==> config.mk <==
export PLATFORM = sky130hd
export DESIGN_NAME = sha256_byte_stream_hasher_unit
export DESIGN_NICKNAME = d
export VERILOG_FILES = /design/src/rtl/core/sha256_pkg.sv /design/src/rtl/core/sha256_dp.sv /design/src/rtl/core/sha256_ctrl.sv /design/src/rtl/core/sha256_byte_stream_hasher_unit.sv
export SDC_FILE = /design/constraint.sdc
export NUM_CORES = 2
export LEC_CHECK = 0
export ABC_AREA = 1
export BUFFER_PORTS_ARGS = -buffer_cell sky130_fd_sc_hd__buf_2
export CAP_MARGIN = 10
export CORE_AREA = 2 2 506 357
export CTS_BUF_LIST = sky130_fd_sc_hd__clkbuf_8
export DETAILED_ROUTE_END_ITERATION = 10
export DIE_AREA = 0 0 508 359
export PLACE_DENSITY = 0.71
export SLEW_MARGIN = 25
export SYNTH_ARGS = -nofsm -noshare
export SYNTH_HDL_FRONTEND = slang
export SYNTH_HIERARCHICAL = 1
export SYNTH_SLANG_ARGS = --single-unit
export TNS_END_PERCENT = 1
==> constraint.sdc <==
create_clock -name clk_i -period 17.04 [get_ports clk_i]
set_clock_uncertainty 0.15 [all_clocks]
set_input_delay 2.556 -clock clk_i [delete_from_list [all_inputs] [get_ports clk_i]]
set_output_delay 2.556 -clock clk_i [all_outputs]
set_load 0.01 [all_outputs]
==> src/rtl/core/sha256_pkg.sv <==
package sha256_pkg;

  localparam int unsigned WordW = 32;

  typedef logic [WordW-1:0] word_t;

  localparam logic [7:0] PadByte = 8'h80;

  // Commands from the controller to the datapath
  typedef struct packed {
    logic       absorb;     // shift one byte into the block
    logic [7:0] byte_val;   // byte to absorb
    logic       start;      // load working vars, start 64 rounds
    logic       round;      // do one round
    logic       finalise;   // add working vars into hash
    logic       reinit;     // back to initial hash, clear count
    logic       len_latch;  // capture bit length for padding
  } dp_cmd_t;

  // Status back to the controller
  typedef struct packed {
    logic [5:0]  pos;       // byte_count mod 64
    logic [63:0] bit_len;   // latched bit length
  } dp_sts_t;

  function automatic word_t round_k(input logic [5:0] t);
    word_t k;
    case (t)
      6'd0: k = 32'h428A2F98; 6'd1: k = 32'h71374491; 6'd2: k = 32'hB5C0FBCF;
      6'd3: k = 32'hE9B5DBA5; 6'd4: k = 32'h3956C25B; 6'd5: k = 32'h59F111F1;
      6'd6: k = 32'h923F82A4; 6'd7: k = 32'hAB1C5ED5; 6'd8: k = 32'hD807AA98;
      6'd9: k = 32'h12835B01; 6'd10: k = 32'h243185BE; 6'd11: k = 32'h550C7DC3;
      6'd12: k = 32'h72BE5D74; 6'd13: k = 32'h80DEB1FE; 6'd14: k = 32'h9BDC06A7;
      6'd15: k = 32'hC19BF174; 6'd16: k = 32'hE49B69C1; 6'd17: k = 32'hEFBE4786;
      6'd18: k = 32'h0FC19DC6; 6'd19: k = 32'h240CA1CC; 6'd20: k = 32'h2DE92C6F;
      6'd21: k = 32'h4A7484AA; 6'd22: k = 32'h5CB0A9DC; 6'd23: k = 32'h76F988DA;
      6'd24: k = 32'h983E5152; 6'd25: k = 32'hA831C66D; 6'd26: k = 32'hB00327C8;
      6'd27: k = 32'hBF597FC7; 6'd28: k = 32'hC6E00BF3; 6'd29: k = 32'hD5A79147;
      6'd30: k = 32'h06CA6351; 6'd31: k = 32'h14292967; 6'd32: k = 32'h27B70A85;
      6'd33: k = 32'h2E1B2138; 6'd34: k = 32'h4D2C6DFC; 6'd35: k = 32'h53380D13;
      6'd36: k = 32'h650A7354; 6'd37: k = 32'h766A0ABB; 6'd38: k = 32'h81C2C92E;
      6'd39: k = 32'h92722C85; 6'd40: k = 32'hA2BFE8A1; 6'd41: k = 32'hA81A664B;
      6'd42: k = 32'hC24B8B70; 6'd43: k = 32'hC76C51A3; 6'd44: k = 32'hD192E819;
      6'd45: k = 32'hD6990624; 6'd46: k = 32'hF40E3585; 6'd47: k = 32'h106AA070;
      6'd48: k = 32'h19A4C116; 6'd49: k = 32'h1E376C08; 6'd50: k = 32'h2748774C;
      6'd51: k = 32'h34B0BCB5; 6'd52: k = 32'h391C0CB3; 6'd53: k = 32'h4ED8AA4A;
      6'd54: k = 32'h5B9CCA4F; 6'd55: k = 32'h682E6FF3; 6'd56: k = 32'h748F82EE;
      6'd57: k = 32'h78A5636F; 6'd58: k = 32'h84C87814; 6'd59: k = 32'h8CC70208;
      6'd60: k = 32'h90BEFFFA; 6'd61: k = 32'hA4506CEB; 6'd62: k = 32'hBEF9A3F7;
      default: k = 32'hC67178F2;
    endcase
    return k;
  endfunction

  function automatic word_t init_h(input logic [2:0] i);
    word_t h;
    case (i)
      3'd0: h = 32'h6A09E667; 3'd1: h = 32'hBB67AE85;
      3'd2: h = 32'h3C6EF372; 3'd3: h = 32'hA54FF53A;
      3'd4: h = 32'h510E527F; 3'd5: h = 32'h9B05688C;
      3'd6: h = 32'h1F83D9AB;
      default: h = 32'h5BE0CD19;
    endcase
    return h;
  endfunction

endpackage

==> src/rtl/core/sha256_dp.sv <==
module sha256_dp import sha256_pkg::*; (
  input  logic    clk_i,
  input  logic    rst_ni,
  input  dp_cmd_t cmd_i,
  output dp_sts_t sts_o,
  output word_t   hash_o [8]
);

  word_t       h_q [8];
  word_t       v_q [8];
  word_t       w_q [16];   // message schedule window, w_q[0] is w[t]
  word_t       part_q;
  logic [63:0] cnt_q;
  logic [63:0] len_q;
  logic [5:0]  t_q;

  function automatic word_t rotr(input word_t x, input int unsigned n);
    return (x >> n) | (x << (WordW - n));
  endfunction

  word_t s0, s1, w_new, t1, t2, e, a, ch, maj, sig0, sig1;
  word_t pw_d;

  always_comb begin
    s0    = rotr(w_q[1], 7) ^ rotr(w_q[1], 18) ^ (w_q[1] >> 3);
    s1    = rotr(w_q[14], 17) ^ rotr(w_q[14], 19) ^ (w_q[14] >> 10);
    w_new = s1 + w_q[9] + s0 + w_q[0];
    e     = v_q[4];
    a     = v_q[0];
    sig1  = rotr(e, 6) ^ rotr(e, 11) ^ rotr(e, 25);
    ch    = (e & v_q[5]) ^ (~e & v_q[6]);
    t1    = v_q[7] + sig1 + ch + round_k(t_q) + w_q[0];
    sig0  = rotr(a, 2) ^ rotr(a, 13) ^ rotr(a, 22);
    maj   = (a & v_q[1]) ^ (a & v_q[2]) ^ (v_q[1] & v_q[2]);
    t2    = sig0 + maj;
    pw_d  = {part_q[23:0], cmd_i.byte_val};
  end

  always_ff @(posedge clk_i or negedge rst_ni) begin
    if (!rst_ni) begin
      for (int i = 0; i < 8; i++) h_q[i] <= init_h(3'(i));
      part_q <= '0;
      cnt_q  <= '0;
      len_q  <= '0;
      t_q    <= '0;
    end else begin
      if (cmd_i.len_latch) len_q <= {cnt_q[60:0], 3'b000};
      if (cmd_i.absorb) begin
        cnt_q <= cnt_q + 64'd1;
        if (cnt_q[1:0] == 2'b11) part_q <= '0;
        else                     part_q <= pw_d;
      end
      if (cmd_i.start) t_q <= '0;
      else if (cmd_i.round) t_q <= t_q + 6'd1;
      if (cmd_i.finalise) begin
        for (int i = 0; i < 8; i++) h_q[i] <= h_q[i] + v_q[i];
      end
      if (cmd_i.reinit) begin
        for (int i = 0; i < 8; i++) h_q[i] <= init_h(3'(i));
        part_q <= '0;
        cnt_q  <= '0;
      end
    end
  end

  // Block and working registers: payload, no reset
  always_ff @(posedge clk_i) begin
    if (cmd_i.absorb && cnt_q[1:0] == 2'b11) begin
      for (int i = 0; i < 15; i++) w_q[i] <= w_q[i+1];
      w_q[15] <= pw_d;
    end else if (cmd_i.round) begin
      for (int i = 0; i < 15; i++) w_q[i] <= w_q[i+1];
      w_q[15] <= w_new;
    end
    if (cmd_i.start) begin
      for (int i = 0; i < 8; i++) v_q[i] <= h_q[i];
    end else if (cmd_i.round) begin
      v_q[7] <= v_q[6]; v_q[6] <= v_q[5]; v_q[5] <= v_q[4];
      v_q[4] <= v_q[3] + t1;
      v_q[3] <= v_q[2]; v_q[2] <= v_q[1]; v_q[1] <= v_q[0];
      v_q[0] <= t1 + t2;
    end
  end

  assign sts_o.pos     = cnt_q[5:0];
  assign sts_o.bit_len = len_q;
  assign hash_o        = h_q;

endmodule

==> src/rtl/core/sha256_ctrl.sv <==
module sha256_ctrl import sha256_pkg::*; (
  input  logic       clk_i,
  input  logic       rst_ni,
  input  logic       in_valid_i,
  output logic       in_ready_o,
  input  logic       in_mode_i,
  input  logic [7:0] in_byte_i,
  input  logic       out_ready_i,
  output logic       out_valid_o,
  output logic [2:0] out_idx_o,
  input  dp_sts_t    sts_i,
  output dp_cmd_t    cmd_o
);

  localparam logic [2:0] StIdle  = 3'd0;
  localparam logic [2:0] StRound = 3'd1;
  localparam logic [2:0] StFin   = 3'd2;
  localparam logic [2:0] StPad   = 3'd3;
  localparam logic [2:0] StLen   = 3'd4;
  localparam logic [2:0] StOut   = 3'd5;

  logic [2:0] st_q, st_d;
  logic       fin_q, fin_d;     // compression belongs to padding
  logic       len_done_q, len_done_d;  // length bytes are in the block
  logic [2:0] k_q, k_d;         // length byte / output word index
  logic [5:0] r_q, r_d;
  logic       pad_first_q, pad_first_d;

  always_comb begin
    st_d        = st_q;
    fin_d       = fin_q;
    len_done_d  = len_done_q;
    k_d         = k_q;
    r_d         = r_q;
    pad_first_d = pad_first_q;
    cmd_o       = '0;
    in_ready_o  = 1'b0;
    out_valid_o = 1'b0;
    case (st_q)
      StIdle: begin
        in_ready_o = 1'b1;
        if (in_valid_i) begin
          if (!in_mode_i) begin
            cmd_o.absorb   = 1'b1;
            cmd_o.byte_val = in_byte_i;
            if (sts_i.pos == 6'd63) begin
              st_d = StRound; fin_d = 1'b0;
            end
          end else begin
            cmd_o.len_latch = 1'b1;
            st_d = StPad; pad_first_d = 1'b1;
          end
        end
      end
      StPad: begin
        if (sts_i.pos == 6'd56 && !pad_first_q) begin
          st_d = StLen; k_d = '0;
        end else begin
          cmd_o.absorb   = 1'b1;
          cmd_o.byte_val = pad_first_q ? PadByte : 8'h00;
          pad_first_d    = 1'b0;
          if (sts_i.pos == 6'd63) begin
            st_d = StRound; fin_d = 1'b1;
          end
        end
      end
      StLen: begin
        cmd_o.absorb   = 1'b1;
        cmd_o.byte_val = sts_i.bit_len[8*(7-k_q) +: 8];
        k_d = k_q + 3'd1;
        if (k_q == 3'd7) begin
          st_d = StRound; fin_d = 1'b1; len_done_d = 1'b1;
        end
      end
      StRound: begin
        // first cycle issues start; rounds counted by r_q
        if (r_q == 6'd0 && !pad_first_q) begin
          cmd_o.start = 1'b1;
          pad_first_d = 1'b1;
        end else begin
          cmd_o.round = 1'b1;
          r_d = r_q + 6'd1;
          if (r_q == 6'd63) begin
            st_d = StFin; pad_first_d = 1'b0;
          end
        end
      end
      StFin: begin
        cmd_o.finalise = 1'b1;
        if (fin_q) begin
          st_d = len_done_q ? StOut : StPad;
          k_d = '0;
          len_done_d = 1'b0;
        end else begin
          st_d = StIdle;
        end
      end
      StOut: begin
        out_valid_o = 1'b1;
        if (out_ready_i) begin
          k_d = k_q + 3'd1;
          if (k_q == 3'd7) begin
            cmd_o.reinit = 1'b1;
            st_d = StIdle;
          end
        end
      end
      default: st_d = StIdle;
    endcase
  end

  always_ff @(posedge clk_i or negedge rst_ni) begin
    if (!rst_ni) begin
      st_q <= StIdle; fin_q <= 1'b0; k_q <= '0; r_q <= '0; pad_first_q <= 1'b0;
      len_done_q <= 1'b0;
    end else begin
      st_q <= st_d; fin_q <= fin_d; k_q <= k_d; r_q <= r_d; pad_first_q <= pad_first_d;
      len_done_q <= len_done_d;
    end
  end

  assign out_idx_o = k_q;

  a_out_only_in_out: assert property (@(posedge clk_i) disable iff (!rst_ni)
    out_valid_o |-> st_q == StOut) else $error("output outside digest phase");
  a_no_accept_busy: assert property (@(posedge clk_i) disable iff (!rst_ni)
    in_ready_o |-> !cmd_o.round && !out_valid_o) else $error("accept while busy");
  a_rounds_bounded: assert property (@(posedge clk_i) disable iff (!rst_ni)
    (st_q == StRound && r_q == 6'd63 && cmd_o.round) |=> st_q == StFin)
    else $error("round count overrun");

endmodule

==> src/rtl/core/sha256_byte_stream_hasher_unit.sv <==
// Channel | dir | tdata                        | tuser/tlast
// s_axis  | in  | [7:0] data_byte              | tuser = mode
// m_axis  | out | [31:0] digest_word,[34:32] idx | tlast = last_word
//
// A data beat is taken while idle; the 64th byte of a block adds compression
// (load plus 64 rounds) and then a fold into the hash.
// A finish beat runs padding one byte per cycle, one or two compressions,
// then eight digest beats, each held until m_axis_tready.
// rst_ni is asynchronous, active low, and restores the initial hash.
// s_axis_tready is low throughout compression, padding and digest output.
module sha256_byte_stream_hasher_unit import sha256_pkg::*; (
  input  logic        clk_i,
  input  logic        rst_ni,
  input  logic        s_axis_tvalid,
  output logic        s_axis_tready,
  input  logic [7:0]  s_axis_tdata,   // [7:0] data_byte
  input  logic        s_axis_tuser,   // mode
  output logic        m_axis_tvalid,
  input  logic        m_axis_tready,
  output logic [39:0] m_axis_tdata,   // [31:0] digest_word, [34:32] word_index
  output logic        m_axis_tlast    // last_word
);

  dp_cmd_t    cmd;
  dp_sts_t    sts;
  word_t      hash [8];
  logic [2:0] idx;

  sha256_ctrl u_ctrl (
    .clk_i, .rst_ni,
    .in_valid_i (s_axis_tvalid), .in_ready_o (s_axis_tready),
    .in_mode_i  (s_axis_tuser),  .in_byte_i  (s_axis_tdata),
    .out_ready_i(m_axis_tready), .out_valid_o(m_axis_tvalid),
    .out_idx_o  (idx), .sts_i(sts), .cmd_o(cmd)
  );

  sha256_dp u_dp (.clk_i, .rst_ni, .cmd_i(cmd), .sts_o(sts), .hash_o(hash));

  assign m_axis_tdata = {5'b0, idx, hash[idx]};
  assign m_axis_tlast = (idx == 3'd7);

endmodule

==> results_tabular.tex <==
\begin{tabular}{lr}
\hline
Metric & Value \\
\hline
\multicolumn{2}{l}{\textbf{Setup path}} \\
\quad Crit. path cell count & 37 \\
\quad Worst Reg-to-Reg Cells & 37 \\
\quad Critical path launch point & u\_dp/t\_q[0] \\
\quad Worst Path Arrival & 10550 ps \\
\quad Number of buffers and inverters on the critical path & 7 \\
\quad Worst Path Class, Setup & flip-flop to flip-flop \\
\quad Maximum fanout along the worst path & 12 \\
\quad Critical Path Max Stage Delay & 610 ps \\
\quad Critical register-to-register path startpoint & u\_dp/t\_q[0] \\
\quad Critical path required time & 17590 ps \\
\quad Kind of cell adding the most delay to the critical path & adder cells \\
\quad Kind of start point of the critical path & flip-flop \\
\quad Worst reg-to-reg setup slack & 7030 ps \\
\quad Capture point of the critical path & u\_dp/v\_q[0][26] \\
\quad Crit path max-delay cell type & sky130\_fd\_sc\_hd\_\_nor2\_1 \\
\quad Critical R2R Capture & u\_dp/v\_q[0][26] \\
\quad Element type at the critical path end & flip-flop \\
\multicolumn{2}{l}{\textbf{Global routing}} \\
\quad Grt ovf & 0 \\
\quad Pin count of the biggest net entering global routing & 207 \\
\quad Number of global-route vias before repair & 65730 \\
\quad Wire length of the first global-routing pass & 510 mm \\
\quad Antenna violations before repair & 34 \\
\quad Total global routing track utilization & 0.396 \\
\multicolumn{2}{l}{\textbf{Clock tree}} \\
\quad Clock Pin Slew Worst Setup and Hold Paths & 70 ps \\
\quad CTS Root Buffer Type & sky130\_fd\_sc\_hd\_\_clkbuf\_8 \\
\quad Clock insertion delay at the later pin of the skew report & 1000 ps \\
\quad Clock tree from TritonCTS & built \\
\quad Max Buffers Root-to-Sink & 4 \\
\quad Post-CTS setup-driven buffer insertion count & 0 \\
\quad Number of buffers inserted by hold repair at cts & 0 \\
\quad Post\_cts resized & 0 \\
\quad Deepest level of the CTS H-tree & 4 \\
\quad Number of buffers added by the clock tree synthesis step & 203 \\
\quad Number of clock sinks & 1191 \\
\multicolumn{2}{l}{\textbf{Synthesis}} \\
\quad Sequential element share of the synthesized area & 0.426 \\
\quad Dominant cell by count in the synthesized netlist & sky130\_fd\_sc\_hd\_\_nand2\_1 \\
\quad Post-synth top area cell & sky130\_fd\_sc\_hd\_\_edfxtp\_1 \\
\quad Area contributors post-synth & sky130\_fd\_sc\_hd\_\_edfxtp\_1, sky130\_fd\_sc\_hd\_\_nand2\_1, sky130\_fd\_sc\_hd\_\_dfrtp\_1, sky130\_fd\_sc\_hd\_\_inv\_1, sky130\_fd\_sc\_hd\_\_ha\_1 \\
\quad Number of synthesized register bits & 1191 \\
\quad Mux share of post-synthesis cell area & 0.00347 \\
\quad Number of warnings printed during yosys synthesis & 6 \\
\quad Mean instance size in the synthesized netlist & 8.28 sq um \\
\quad Share of synthesized cell area in and, or, nand and nor gates & 0.188 \\
\quad Synthesized instance count & 9587 \\
\quad EDFF count, synth & 768 \\
\quad Adder-cell area share of the yosys netlist & 0.111 \\
\quad Fraction of registers with async set/reset & 0.355 \\
\quad Top flip-flop cell by instance count after synthesis & sky130\_fd\_sc\_hd\_\_edfxtp\_1 \\
\quad Main combinational cell family by area after synthesis & simple AND/OR/NAND/NOR gates \\
\quad Post-synthesis xor/xnor area fraction & 0.0473 \\
\quad Number of distinct library cells after synthesis & 74 \\
\quad Post-synthesis instance area & 79400 sq um \\
\quad Most frequent cells after synthesis & sky130\_fd\_sc\_hd\_\_nand2\_1, sky130\_fd\_sc\_hd\_\_inv\_1, sky130\_fd\_sc\_hd\_\_edfxtp\_1 \\
\quad Post-synthesis compound-gate area fraction & 0.135 \\
\quad Area share of the largest cell type after synthesis & 0.290 \\
\multicolumn{2}{l}{\textbf{STA}} \\
\quad Pins over their slew limit & 0 \\
\quad Setup violators final & 0 \\
\quad Unrepaired setup endpoints after global routing & no \\
\quad Time the worst path needs with I/O delays and setup & 10010 ps \\
\quad Crit share post-route & 0.587 \\
\quad Final setup TNS & 0 ps \\
\quad Final hold viol count & 0 \\
\quad Worst slew slack as a fraction of its limit & 0.203 \\
\quad Slew of the pin with the lowest slew margin & 1180 ps \\
\quad Highest clock rate & 0.0999 GHz \\
\multicolumn{2}{l}{\textbf{Floorplan}} \\
\quad Core Rows & 130 \\
\quad X dimension of the die & 508 microns \\
\quad Area of the die & 182000 sq um \\
\quad Overall die height & 359 microns \\
\quad Core footprint & 178000 sq um \\
\quad Count of pins on the block boundary & 56 \\
\quad Starting Density & 0.446 \\
\multicolumn{2}{l}{\textbf{Route}} \\
\quad Remaining number of nets flagged by the antenna check after routing & 0 \\
\quad Post-route DRC & 0 \\
\quad DR pass1 iterations & 8 \\
\quad Via density per instance & 6.00 \\
\quad Total number of vias & 72949 \\
\quad Drt total wl & 370 mm \\
\quad Iter 0 DRT Violations & 11897 \\
\quad Routed wire length per instance & 30.4 microns \\
\multicolumn{2}{l}{\textbf{Job}} \\
\quad Number of violations of the max-capacitance limit & 0 \\
\multicolumn{2}{l}{\textbf{Cells and area}} \\
\quad Fraction of final layout cells with drive strength greater than 1 & 0.0693 \\
\quad Area Overhead vs Synth & 8.48\% \\
\quad Layout net count & 10221 \\
\multicolumn{2}{l}{\textbf{Placed design}} \\
\quad Global placer's final weighted congestion & 1.07 \\
\quad Detailed placer's ending HPWL & 292 mm \\
\quad Port Buf Inserts & 50 \\
\multicolumn{2}{l}{\textbf{Status}} \\
\quad Run status & completed \\
\multicolumn{2}{l}{\textbf{Min path}} \\
\quad Hold WC Path Type & flip-flop to flip-flop \\
\hline
\end{tabular}
## through the flow
stage / hold WS, ps / setup slack [ps] / std cells / utilization / area [sq um]
finish: 238 / 7030 / 12160 / 0.484 / 86200
global route: 217 / 6560 / 12154 / 0.484 / 86100
CTS: 224 / 7310 / 12149 / 0.483 / 86000
detailed placement: 255 / 7370 / 11785 / 0.461 / 82100
global placement: 250 / 7200 / 11785 / 0.461 / 82100
floorplan: 250 / 1270 / 9593 / - / 79400
## cell families (layout without fill, tap and decap cells)
kind of cell               Yosys count  count (layout)
AOI/OAI and AO/OA                 1921            1921
xor gates and xnor gates           428             428
adders and majority gates          591             591
buffers and inverters             1838            2022
DFF                               1191            1191
muxes                               26              26
other                                2              15
and+or+nand+nor                   3590            3590
## state kept, by name (all words and copies together), names as in the netlist, 3 cells and up
signal and flops:
u_dp/w_q 512, u_dp/hash_o 256, u_dp/v_q 256, u_dp/cnt_q 61, u_dp/len_q 61, u_dp/part_q 24
u_ctrl/r_q 6, u_dp/t_q 6, u_ctrl/out_idx_o 3, u_ctrl/st_q 3
## how the worst min path moves through the flow
stage               depth (start not counted)        startpoint               end
global route                                0   u_dp/w_q[7][23]   u_dp/w_q[6][23]
detailed placement                          0  u_dp/w_q[11][14]  u_dp/w_q[10][14]
global placement                            0    u_dp/w_q[8][0]    u_dp/w_q[7][0]
finish                                      0  u_dp/w_q[15][21]  u_dp/w_q[14][21]
CTS                                         0   u_dp/w_q[7][23]   u_dp/w_q[6][23]
floorplan                                   0   u_dp/w_q[11][0]   u_dp/w_q[10][0]
## worst reg2reg max path: cells and delay by family, from the launching register on
family | cells | cell delay [ps]
buffers and inverters | 7 | 1050
XOR/XNOR | 1 | 460
AO/OA/AOI/OAI | 7 | 1700
AND/OR/NAND/NOR | 15 | 2720
adder cells (fa/ha/maj) | 7 | 3110
flip-flops | 1 | 590
## cells in the final DEF, fill, tap and decap left out, types with 11 or more instances in the layout
cell type and instances:
sky130_fd_sc_hd__buf_4 76, sky130_fd_sc_hd__buf_2 49, sky130_fd_sc_hd__nand3b_1 23, sky130_fd_sc_hd__clkinv_1 39, sky130_fd_sc_hd__a221oi_1 18, sky130_fd_sc_hd__o221ai_1 20
sky130_fd_sc_hd__o211ai_1 34, sky130_fd_sc_hd__nor2_1 619, sky130_fd_sc_hd__nor3_1 131, sky130_fd_sc_hd__nand4_1 80, sky130_fd_sc_hd__nor4_1 31, sky130_fd_sc_hd__nand3_1 463
sky130_fd_sc_hd__o22ai_1 143, sky130_fd_sc_hd__o31ai_1 19, sky130_fd_sc_hd__ha_1 395, sky130_fd_sc_hd__mux2i_1 14, sky130_fd_sc_hd__xor2_1 230, sky130_fd_sc_hd__a21oi_1 648
sky130_fd_sc_hd__nand2_1 2157, sky130_fd_sc_hd__fa_1 195, sky130_fd_sc_hd__edfxtp_1 768, sky130_fd_sc_hd__clkinv_2 38, sky130_fd_sc_hd__or2_2 20, sky130_fd_sc_hd__inv_2 11
sky130_fd_sc_hd__dfrtp_1 283, sky130_fd_sc_hd__a31oi_1 40, sky130_fd_sc_hd__o21ai_0 750, sky130_fd_sc_hd__inv_1 1548, sky130_fd_sc_hd__o21ai_1 12, sky130_fd_sc_hd__nor2_4 14
sky130_fd_sc_hd__clkbuf_8 225, sky130_fd_sc_hd__xnor2_1 197, sky130_fd_sc_hd__nand2_2 12, sky130_fd_sc_hd__mux2_2 12, sky130_fd_sc_hd__dfstp_2 136, sky130_fd_sc_hd__a21boi_0 26
sky130_fd_sc_hd__o21a_1 28, sky130_fd_sc_hd__a21o_1 71, sky130_fd_sc_hd__o21bai_1 65
## cell type report
type | instances | area (sq um)
diodes | 7 | 17.5
clock buffers | 225 | 3100
clock inverters | 139 | 807
fillers | 17379 | 91900
inverters | 1520 | 5730
multi-input cells | 6564 | 38700
flip-flops and latches | 1191 | 33800
well taps | 2376 | 2970
repair buffers | 138 | 1030
## routing by layer
layer	vias to the layer above	global-route usage	part of all wire
met5	-	0.0144	0.0013
met4	22	0.0676	0.018
met3	382	0.205	0.18
met2	5002	0.423	0.32
met1	35756	0.658	0.48
li1	31787	-	-
Power is left out: the tool's default activity adds up to more than one toggle a clock period on the data nets, which glitch-free logic cannot reach.
